**config.mk**
```make
export PLATFORM = sky130hd
export DESIGN_NAME = baic_front
export DESIGN_NICKNAME = d
export VERILOG_FILES = /design/src/rtl/core/baic_pkg.sv /design/src/rtl/core/baic_front.sv
export SDC_FILE = /design/constraint.sdc
export NUM_CORES = 1
export LEC_CHECK = 0
export BUFFER_PORTS_ARGS = -buffer_cell sky130_fd_sc_hd__buf_2
export CAP_MARGIN = 5
export CORE_MARGIN = 2
export CORE_UTILIZATION = 41
export CTS_BUF_LIST = sky130_fd_sc_hd__clkbuf_8 sky130_fd_sc_hd__clkbuf_16
export CTS_CLUSTER_DIAMETER = 30
export DETAILED_ROUTE_END_ITERATION = 8
export PLACE_DENSITY = 0.68
export REMOVE_ABC_BUFFERS = 1
export SLEW_MARGIN = 25
export SYNTH_ARGS = -nofsm -noshare
export SYNTH_HDL_FRONTEND = slang
export SYNTH_SLANG_ARGS = --single-unit
```
**constraint.sdc**
```tcl
create_clock -name clk -period 15 [get_ports clk]
set_clock_uncertainty 0.05 [all_clocks]
set_input_delay 3 -clock clk [delete_from_list [all_inputs] [get_ports clk]]
set_output_delay 3 -clock clk [all_outputs]
set_load 0.02 [all_outputs]
```
**src/rtl/core/baic_pkg.sv**
```systemverilog
// Shared types, codes and arithmetic helpers for the bilinear compositor.
package baic_pkg;

  localparam int IN_DATA_W  = 176;
  localparam int OUT_DATA_W = 32;
  localparam int TEXEL_AW   = 16;
  localparam int TEXEL_DEPTH = 65536;
  localparam int CFG_IDX_W  = 4;
  localparam int CFG_DATA_W = 32;

  typedef enum logic [1:0] {
    ACT_LOAD  = 2'd0,
    ACT_START = 2'd1,
    ACT_DRAW  = 2'd2,
    ACT_NONE  = 2'd3
  } action_t;

  localparam logic [2:0] MODE_COPY_MASK = 3'd0;
  localparam logic [2:0] MODE_COPY_ARGB = 3'd1;
  localparam logic [2:0] MODE_MASK_OVER = 3'd2;
  localparam logic [2:0] MODE_ARGB_OVER = 3'd3;
  localparam logic [2:0] MODE_TINT      = 3'd4;

  localparam logic [CFG_IDX_W-1:0] CFG_MODE       = 4'd0;
  localparam logic [CFG_IDX_W-1:0] CFG_SRC_WIDTH  = 4'd1;
  localparam logic [CFG_IDX_W-1:0] CFG_SRC_HEIGHT = 4'd2;
  localparam logic [CFG_IDX_W-1:0] CFG_ROW_WIDTH  = 4'd3;
  localparam logic [CFG_IDX_W-1:0] CFG_STEP_U_COL = 4'd4;
  localparam logic [CFG_IDX_W-1:0] CFG_STEP_V_COL = 4'd5;
  localparam logic [CFG_IDX_W-1:0] CFG_STEP_U_ROW = 4'd6;
  localparam logic [CFG_IDX_W-1:0] CFG_STEP_V_ROW = 4'd7;

  // load: d0 = texel; start: d0 = u, d1 = v; draw: d0 = dst, d1 = color
  typedef struct packed {
    action_t     kind;
    logic [15:0] idx;
    logic [31:0] d0;
    logic [31:0] d1;
  } cmd_t;

  // a + floor((b - a) * t / 65536)
  function automatic logic [7:0] lerp16(input logic [7:0] a, input logic [7:0] b,
                                        input logic [15:0] t);
    logic signed [8:0]  d;
    logic signed [25:0] p;
    logic signed [9:0]  r;
    d = $signed({1'b0, b}) - $signed({1'b0, a});
    p = d * $signed({1'b0, t});
    r = $signed({2'b00, a}) + 10'(p >>> 16);
    return r[7:0];
  endfunction

  // rounded x*y/255 with flooring shifts
  function automatic logic signed [9:0] mul255(input logic signed [9:0] x,
                                               input logic [7:0] y);
    logic signed [19:0] p;
    logic signed [19:0] q;
    p = x * $signed({2'b00, y}) + 20'sd128;
    q = p + (p >>> 8);
    return 10'(q >>> 8);
  endfunction

  function automatic logic [7:0] over_lane(input logic [7:0] s, input logic [7:0] d,
                                           input logic [7:0] inv);
    logic signed [9:0] m;
    m = mul255($signed({2'b00, d}), inv);
    return 8'(s + m[7:0]);
  endfunction

  function automatic logic [7:0] tint_lane(input logic [7:0] c, input logic [7:0] d,
                                           input logic [7:0] ca);
    logic signed [9:0] m;
    m = mul255($signed({2'b00, c}) - $signed({2'b00, d}), ca);
    return 8'(d + m[7:0]);
  endfunction

endpackage

```
**src/rtl/core/baic_front.sv**
```systemverilog
// Input side: decodes the action and queues commands for the back end.
module baic_front (
  input  logic                            clk,
  input  logic                            rst_n,
  input  logic                            in_tvalid,
  output logic                            in_tready,
  input  logic [baic_pkg::IN_DATA_W-1:0]  in_tdata,
  input  logic [1:0]                      in_tuser,
  output logic                            q_valid,
  output baic_pkg::cmd_t                  q_cmd,
  input  logic                            q_pop
);
  import baic_pkg::*;

  cmd_t       ent_r [2];
  logic       wr_r;
  logic       rd_r;
  logic [1:0] cnt_r;
  cmd_t       cmd;
  logic       push;

  always_comb begin
    cmd.kind = action_t'(in_tuser);
    cmd.idx  = in_tdata[15:0];
    cmd.d0   = '0;
    cmd.d1   = '0;
    unique case (action_t'(in_tuser))
      ACT_LOAD:  cmd.d0 = in_tdata[47:16];
      ACT_START: begin
        cmd.d0 = in_tdata[79:48];
        cmd.d1 = in_tdata[111:80];
      end
      ACT_DRAW:  begin
        cmd.d0 = in_tdata[143:112];
        cmd.d1 = in_tdata[175:144];
      end
      ACT_NONE:  cmd.d0 = '0;
    endcase
  end

  assign in_tready = (cnt_r != 2'd2);
  // unused action code is consumed and dropped here
  assign push      = in_tvalid && in_tready && (action_t'(in_tuser) != ACT_NONE);
  assign q_valid   = (cnt_r != 2'd0);
  assign q_cmd     = ent_r[rd_r];

  always_ff @(posedge clk) begin
    if (!rst_n) begin
      wr_r  <= 1'b0;
      rd_r  <= 1'b0;
      cnt_r <= 2'd0;
    end else begin
      if (push) begin
        ent_r[wr_r] <= cmd;
        wr_r        <= ~wr_r;
      end
      if (q_pop) begin
        rd_r <= ~rd_r;
      end
      cnt_r <= 2'(cnt_r + {1'b0, push} - {1'b0, q_pop});
    end
  end

  a_pop_valid: assert property (@(posedge clk) disable iff (!rst_n) q_pop |-> q_valid)
    else $error("queue popped while empty");
  a_cnt_range: assert property (@(posedge clk) disable iff (!rst_n) cnt_r <= 2'd2)
    else $error("queue count out of range");
  a_cnt_up: assert property (@(posedge clk) disable iff (!rst_n)
    (push && !q_pop) |=> cnt_r == 2'($past(cnt_r) + 2'd1))
    else $error("queue count did not follow push");

endmodule

```
==> qor.csv, run 1 <==
metric;value;unit
final setup TNS;0;ns
die width;141.0;µm
syn_area_per_cell;16.33;µm²
Logic pwr share;0.158;
placed insts;944;
Clock power frac;0.362;
Detailed Route WL;15.90;mm
Root Buffer;clkbuf_16;
most frequent cell after synthesis;edfxtp_1;
Seq pwr share;0.480;
die area;19880;µm²
final setup vio count;0;
Antenna Nets Post-Route;0;
TritonCTS Buffers;17;
first-pass GRT wire length;24.14;mm
Least-Margin Pin Slew;0.9706;ns
Max-cap violations;0;
drt wl/cell;16.30;µm
overall routing resource usage;0.1566;
Nets;917;
relative slew slack;0.3529;
insertion delay to the later sink of the worst-skew pair;0.41;ns
initial antenna violation count;0;
status;complete, no violations;
DIE HEIGHT;141.0;µm
critical path capture point type;primary output;
Worst Hold Class;flip-flop to flip-flop;
Worst R2R Path Depth;5;
clock-pin slew on the worst setup and hold paths;0.06;ns
placer congestion estimate;0.7150;
critical path class;flip-flop to primary output;
crit path cell chain;buf_4 > mux2_2 > buf_2;
Fill cells;1568;
CP max-delay cell;buf_4;
Layout area overhead;25.97;%
Pwr Total;0.001160;W
Core Region;18580;µm²
CTS H-tree depth;4;
vias in the first global route;4942;
ANT cells;0;
reg-to-reg slack, setup;12.93;ns
Critical Path Source Type;flip-flop;
DR iter-0 viols;235;
post-synthesis instance total;471;
fin cells;976;
num rows;50;
Initial Utilization;0.4141;
Final Slew Violations;0;
clock tree from TritonCTS;built;
Hold Vio Cnt, Final;0;
share of the synthesized area in the top cell type;0.6401;
asr flop ratio synth;0;
largest net degree at the start of global routing;65;
crit-path max cell delay;0.86;ns
CTS Hold Bufs;0;
postcts setup bufs;0;
synth cell count leaders;edfxtp_1, mux2_4, a22oi_1;
ranking of synthesized cells by area;edfxtp_1, mux2_4, a22oi_1;
NetSw;0.0002835;W
part of the Yosys area used for sequential elements;0.6531;
Synth Register Bits;169;
grt ovf;0;
Final min period;5.671;ns
number of synthesized flops with an enable pin;164;
Worst Path Required;11.95;ns
Sw Ratio;0.2443;
Worst path depth;3;
cell area after synthesis;7694;µm²
Cells on Worst Hold Path;2;
unique cell type count in the Yosys netlist;24;
fin crit share;0.3780;
Via density;5.003;
Main synth FF type;edfxtp_1;
P per Cell Area;119.7;nW/µm²
Arr. time, crit path;2.62;ns
YS warnings;0;
worst-path fanout max;52;
Setup WS post-layout;9.329;ns
IR drop worst, VDD;72.18;µV
Post-route DRC;0;
# port buffers;265;
Clock Tree Buf Depth;2;
leakage power figure;3.890;nW
Peak Freq;176.3;MHz
RSZ-0062 raised after global routing;false;
WP buf/inv;2;
CTS resizes;0;
area leader, netlist;edfxtp_1;
vias after detailed routing;4883;
clk sinks;169;
share of cells above drive strength 1;0.5283;
first-pass iteration count of the detailed router;5;
dpl hpwl;10.90;mm
Int Pwr;0.0008769;W
Place WS;9.726;ns
I/O Pins;266;
family with the most delay on the worst path;buffers and inverters;
==> cells by family (layout without fill, tap and decap cells) <==
kind of cell             Yosys count  after routing  synth area share
flip-flops                       169            169            0.6531
AO/OA/AOI/OAI                     96             96           0.08326
multiplexers                      83             83            0.1604
AND/OR/NAND/NOR                   77             77           0.05009
buffers and inverters             38            309           0.04114
adder cells (fa/ha/maj)            6              6          0.009757
XOR/XNOR                           2              2          0.002277
==> power groups by stage <==
stage          clock, W  combinational (W)  sequential [W]
4_1_cts        0.000433           0.000185        0.000557
3_3_place_gp          0           0.000179        0.000566
2_1_floorplan         0           0.000118        0.000573
6_report       0.000420           0.000183        0.000557
3_5_place_dp          0           0.000185        0.000567
5_1_grt        0.000452           0.000199        0.000559
==> per-layer routing <==
layer,vias up,GRT usage,routed length (µm)
met5,-,0,0
met2,189,0.2760,8137
li1,2331,-,-
met4,0,0.05895,291
met3,21,0.03804,904
met1,2342,0.1862,6570
==> layout make-up <==
cell class	instances	area, µm²	share of cell area
multi-input combinational	264	2382	0.2458
inverter	5	18.77	0.001936
clock inverter	15	152.6	0.01575
sequential	169	5029	0.5188
clock buffer	17	425.4	0.04389
timing repair buffer	272	1391	0.1436
tap	234	292.8	0.03021
==> layout by cell type, fill, tap and decap left out, drive strengths merged <==
cell	count
buf	272
edfxtp	164
mux2	82
a22oi	64
nand2	34
o21ai	32
nor2b	32
clkbuf	17
inv	9
ha	6
dfxtp	5
clkinv	5
clkinvlp	4
nor2	4
and2	2
bufinv	2
nor3	2
nand2b	1
nand3b	1
or2	1
xnor2	1
mux2i	1
xor2	1
==> path summary, 6_finish.rpt <==
| path | endpoint | from |
|---|---|---|
| setup / recovery | q_cmd[0] | flip-flop |
| hold / removal | wr_r | wr_r |
| setup reg to reg | ent_r[0][39] | cnt_r[0] |
| hold reg to reg | wr_r | wr_r |
==> flip-flops by register name, indices dropped and copies added, names as in the netlist, named ones only <==
signal / cells
cnt_r: 2
ent_r: 164
rd_r: 1
wr_r: 1
==> tightest hold or removal path: stages (launching register included) <==
cell and delay [ns]:
dfxtp_1 0.31, nand2_1 0.05, mux2i_1 0.06
==> metrics by stage <==
step	utilization	cell area (µm²)	hold slack (ns)
after floorplan	-	7396	0.3883
after global placement	0.4889	9084	0.3949
after detailed placement	0.4900	9104	0.4209
after CTS	0.5211	9682	0.4300
after global routing	0.5216	9692	0.4642
final	0.5216	9692	0.4266
(Power assumes the default switching activity.)
==> inputs of run 2 (changes only) <==
- clock period: 15 -> 5.6 ns (I/O delays scaled with it)
==> qor.csv, run 2 (synthesized netlist as in run 1, its figures left out) <==
metric;value;unit;change
Max-cap violations;0;;unchanged
first-pass iteration count of the detailed router;5;;unchanged
placer congestion estimate;0.7833;;+9.6%
status;complete, no violations;;
DIE HEIGHT;141.0;µm;unchanged
Logic pwr share;0.155;;-0.003
dpl cell area;9091;µm²;-0.14%
crit path cell chain;buf_4 > mux2_2 > buf_2;;
die width;141.0;µm;unchanged
Via density;5.039;;+0.72%
grt ovf;0;;unchanged
num rows;50;;unchanged
I/O Pins;266;;unchanged
Reg2Reg Capture Point;ent_r[0][33];;
final instance area;9696;µm²;about the same
Worst R2R Path Depth;4;;-1
Initial Utilization;0.4141;;unchanged
Largest Register;ent_r;;
CTS Hold Bufs;0;;unchanged
family with the most delay on the worst path;flip-flops;;
Post-route DRC;0;;unchanged
worst-path fanout max;38;;-27%
Largest regs;ent_r (164), cnt_r (2);;
Pwr Total;0.003137;W;+170%
overall routing resource usage;0.1661;;+0.009553
routed wl met2;8.379;mm;+3.0%
crit-path max cell delay;0.81;ns;-0.05 ns
commonest non-fill, non-tap cell in the layout;buf_2;;
P per Cell Area;323.6;nW/µm²;+170%
Least-Margin Pin Slew;0.8168;ns;-0.1538 ns
NetSw;0.0007825;W;+180%
Arr. time, crit path;2.43;ns;-0.19 ns
# port buffers;265;;unchanged
Sw Ratio;0.2494;;+0.005118
Root Buffer;clkbuf_16;;
vias in the first global route;5036;;+1.9%
Critical Path Source Type;flip-flop;;
share of cells above drive strength 1;0.5296;;+0.001348
Worst Path Required;4.43;ns;-7.52 ns
clk sinks;169;;unchanged
Clock Tree Buf Depth;2;;unchanged
Final min period;3.597;ns;
largest net degree at the start of global routing;83;;+28%
die area;19880;µm²;unchanged
IR drop worst, VDD;198.9;µV;+180%
Core Region;18580;µm²;unchanged
number of flip-flops in the largest register;164;;unchanged
dpl hpwl;11.10;mm;+1.8%
relative slew slack;0.4555;;+0.1025
ANT cells;0;;unchanged
reg-to-reg slack, setup;3.60;ns;-9.33 ns
TritonCTS Buffers;17;;unchanged
critical path capture point type;primary output;;
insertion delay to the later sink of the worst-skew pair;0.42;ns;about the same
routed wl met3;1.028;mm;+14%
fin crit share;0.6422;;
CTS H-tree depth;4;;unchanged
clock-pin slew on the worst setup and hold paths;0.07;ns;about the same
Layout area overhead;26.02;%;about the same
Hold Vio Cnt, Final;0;;unchanged
Nets;917;;unchanged
RSZ-0062 raised after global routing;false;;
postcts setup bufs;0;;unchanged
final setup vio count;0;;unchanged
Cells on Worst Hold Path;2;;unchanged
CTS resizes;0;;unchanged
WP buf/inv;2;;unchanged
drt wl/cell;17.15;µm;+5.3%
leakage power figure;3.893;nW;about the same
Int Pwr;0.002355;W;+170%
Detailed Route WL;16.74;mm;+5.3%
first-pass GRT wire length;25.34;mm;+5.0%
crit path to;q_cmd[81];;
HP Start;wr_r;;
Seq pwr share;0.477;;-0.003
Peak Freq;278.0;MHz;
Final Slew Violations;0;;unchanged
DR iter-0 viols;262;;+11%
worst r2r src;cnt_r[0];;
Worst Hold Class;flip-flop to flip-flop;;
critical path class;flip-flop to primary output;;
CP max-delay cell;dfxtp_4;;
Clock power frac;0.368;;+0.006
initial antenna violation count;0;;unchanged
Antenna Nets Post-Route;0;;unchanged
WL met1;7.023;mm;+6.9%
Top Metal Used;met4;;
most frequent cells in the layout;buf_2, edfxtp_1, mux2_4;;
vias after detailed routing;4918;;+0.72%
clock tree from TritonCTS;built;;
Worst path depth;3;;unchanged
fin util;0.5218;;about the same
run 2: worst register-to-register path: cells and delay by family, from the launching register on:
family | cells | cell delay, ns
DFF | 1 | 0.35
and+or+nand+nor | 3 | 0.54
buffers and inverters | 1 | 0.62
run 2: worst min-delay path by stage:
| stage | end | slack (ns) |
|---|---|---|
| 2_1_floorplan | wr_r | 0.39 |
| 3_3_place_gp | wr_r | 0.40 |
| 3_5_place_dp | wr_r | 0.43 |
| 4_1_cts | wr_r | 0.44 |
| 5_1_grt | wr_r | 0.48 |
| 6_report | wr_r | 0.44 |
run 2: power by group through the flow:
| stage | logic [W] | registers (W) | clock network (W) |
|---|---|---|---|
| 4_1_cts | 0.000490 | 0.00150 | 0.00119 |
| 5_1_grt | 0.000525 | 0.00150 | 0.00124 |
| 2_1_floorplan | 0.000315 | 0.00153 | 0 |
| 3_3_place_gp | 0.000475 | 0.00152 | 0 |
| 6_report | 0.000487 | 0.00150 | 0.00115 |
| 3_5_place_dp | 0.000489 | 0.00152 | 0 |
run 2: routing by layer:
layer	vias to the layer above	global-route usage
met5	-	0
met4	0	0.05789
met3	23	0.04857
met2	212	0.2837
met1	2354	0.2021
li1	2329	-
run 2: cell type report:
| type | count | area (µm²) |
|---|---|---|
| Clock buffer | 17 | 425.4 |
| Clock inverter | 15 | 165.2 |
| Fill cell | 1558 | 8885 |
| Inverter | 5 | 18.77 |
| Multi-Input combinational cell | 264 | 2382 |
| Sequential cell | 169 | 5029 |
| Tap cell | 234 | 292.8 |
| Timing Repair Buffer | 272 | 1383 |
run 2: per-stage QoR:
| stage | hold slack [ns] | worst slack (ns) | setup TNS, ns | cells |
|---|---|---|---|---|
| floorplan | 0.3883 | -2.171 | -178.05 | 438 |
| global placement | 0.4006 | 2.406 | 0 | 944 |
| detailed placement | 0.4348 | 2.332 | 0 | 944 |
| CTS | 0.4441 | 1.958 | 0 | 976 |
| global route | 0.4803 | 1.874 | 0 | 976 |
| finish | 0.4439 | 2.003 | 0 | 976 |
==> inputs of run 3 (changes only) <==
- PLACE_DENSITY: 0.68 -> 0.7
- clock period: 5.6 -> 2.9 ns (I/O delays scaled with it)
==> qor.csv, run 3 (synthesized netlist as in run 1, its figures left out) <==
metric;value;unit;change
status;complete, no violations;;
Hold Vio Cnt, Final;0;;unchanged
vias in the first global route;4913;;-2.4%
critical path class;flip-flop to primary output;;
final setup vio count;0;;unchanged
DR iter-0 viols;202;;-23%
crit path cell chain;buf_12 > mux2_2 > buf_2;;
Nets;920;;+0.33%
first-pass GRT wire length;25.09;mm;-1.0%
fin crit share;0.7929;;
worst-path fanout max;48;;+26%
num rows;50;;unchanged
Worst R2R Path Depth;8;;+4
fin util;0.5269;;+0.005118
reg-to-reg slack, setup;1.09;ns;-2.51 ns
Fill cells;1549;;-0.58%
vias after detailed routing;4912;;-0.12%
Peak Freq;434.9;MHz;
die width;141.0;µm;unchanged
Largest regs;ent_r (164), cnt_r (2);;
commonest non-fill, non-tap cell in the layout;buf_2;;
most frequent cells in the layout;buf_2, edfxtp_1, mux2_4;;
Clock Tree Buf Depth;2;;unchanged
Final min period;2.299;ns;
Arr. time, crit path;1.67;ns;-0.76 ns
crit-path max cell delay;0.38;ns;-0.43 ns
Detailed Route WL;16.23;mm;-3.1%
Largest Register;ent_r;;
CTS Hold Bufs;0;;unchanged
Worst Path Required;2.27;ns;-2.16 ns
Root Buffer;clkbuf_16;;
die area;19880;µm²;unchanged
drt wl/cell;16.56;µm;-3.5%
share of cells above drive strength 1;0.5302;;+0.0005517
grt ovf;0;;unchanged
final hold slack;0.3092;ns;-0.1347 ns
CTS H-tree depth;4;;unchanged
Final Slew Violations;0;;unchanged
fin cells;980;;+0.41%
clock tree from TritonCTS;built;;
Post-route DRC;0;;unchanged
placer congestion estimate;0.7414;;-5.3%
postcts setup bufs;0;;unchanged
# port buffers;265;;unchanged
DIE HEIGHT;141.0;µm;unchanged
I/O Pins;266;;unchanged
IR drop worst, VDD;386.0;µV;+94%
clk sinks;169;;unchanged
largest net degree at the start of global routing;65;;-22%
TritonCTS Buffers;17;;unchanged
P per Cell Area;626.0;nW/µm²;+93%
leakage power figure;3.948;nW;+1.4%
Core Region;18580;µm²;unchanged
Critical Path Source Type;flip-flop;;
Via density;5.012;;-0.53%
CTS resizes;0;;unchanged
Worst Hold Class;input pin to flip-flop;;
Top Metal Used;met5;;
dpl hpwl;11.11;mm;about the same
initial antenna violation count;2;;+2
first-pass iteration count of the detailed router;6;;+1
crit path to;q_cmd[0];;
Antenna Nets Post-Route;0;;unchanged
number of flip-flops in the largest register;164;;unchanged
Reg2Reg Capture Point;cnt_r[1];;
Initial Utilization;0.4141;;unchanged
routed wl met3;1.140;mm;+11%
Least-Margin Pin Slew;0.6607;ns;-0.1561 ns
clock-pin slew on the worst setup and hold paths;0.07;ns;about the same
CP max-delay cell;mux2_2;;
WL met1;6.727;mm;-4.2%
Max-cap violations;0;;unchanged
routed wl met2;8.105;mm;-3.3%
overall routing resource usage;0.1651;;-0.001004
worst r2r src;cnt_r[0];;
placed insts;947;;+0.32%
RSZ-0062 raised after global routing;false;;
Layout area overhead;27.26;%;
critical path capture point type;primary output;;
relative slew slack;0.5595;;+0.1041
insertion delay to the later sink of the worst-skew pair;0.41;ns;about the same
-- run 3: stage by stage --
| step | setup slack, ns | total power, W | area, µm² | TNS, ns |
|---|---|---|---|---|
| global route | 0.5092 | 0.006397 | 9788 | 0 |
| detailed placement | 0.3204 | 0.003909 | 9189 | 0 |
| finish | 0.6007 | 0.006129 | 9791 | 0 |
| CTS | 0.5541 | 0.006211 | 9788 | 0 |
| floorplan | -4.331 | 0.003570 | 7396 | -643.62 |
| global placement | 0.4555 | 0.003889 | 9189 | 0 |
-- run 3: how the worst min path moves through the flow --
stage | from | endpoint | slack, ns | cells past startpoint
2_1_floorplan | wr_r | wr_r | 0.39 | 2
3_3_place_gp | wr_r | wr_r | 0.40 | 2
3_5_place_dp | wr_r | wr_r | 0.42 | 2
4_1_cts | in_tdata[8] | ent_r[0][72] | 0.28 | 1
5_1_grt | in_tdata[15] | ent_r[0][79] | 0.28 | 1
6_report | in_tdata[10] | ent_r[1][74] | 0.31 | 1
-- run 3: cell type report --
type                    count  area, µm²  area share
diodes                      1      2.502   0.0002556
inverters                   5      18.77    0.001917
clock inverters            15      173.9     0.01776
well taps                 234      292.8     0.02990
repair buffers            275       1476      0.1508
flip-flops and latches    169       5029      0.5136
clock buffers              17      425.4     0.04345
multi-input cells         264       2372      0.2423
-- run 3: where the power goes --
group / internal (W) / switching (W) / leakage [nW]
combinational: 0.000452 / 0.000532 / 2.09
sequential: 0.00282 / 0.0000314 / 1.56
clock: 0.00136 / 0.000927 / 0.305
total: 0.00464 / 0.00149 / 3.95
-- run 3: layer usage --
metal	vias to the layer above	track usage
met3	19	0.06182
met2	173	0.2780
met5	-	0
met4	2	0.04684
li1	2339	-
met1	2379	0.1998
-- run 3: worst max-delay path, delay by kind of cell (launching register included) --
family / cells / cell delay, ns
buffers and inverters: 2 / 0.51
muxes: 1 / 0.38
DFF: 1 / 0.37
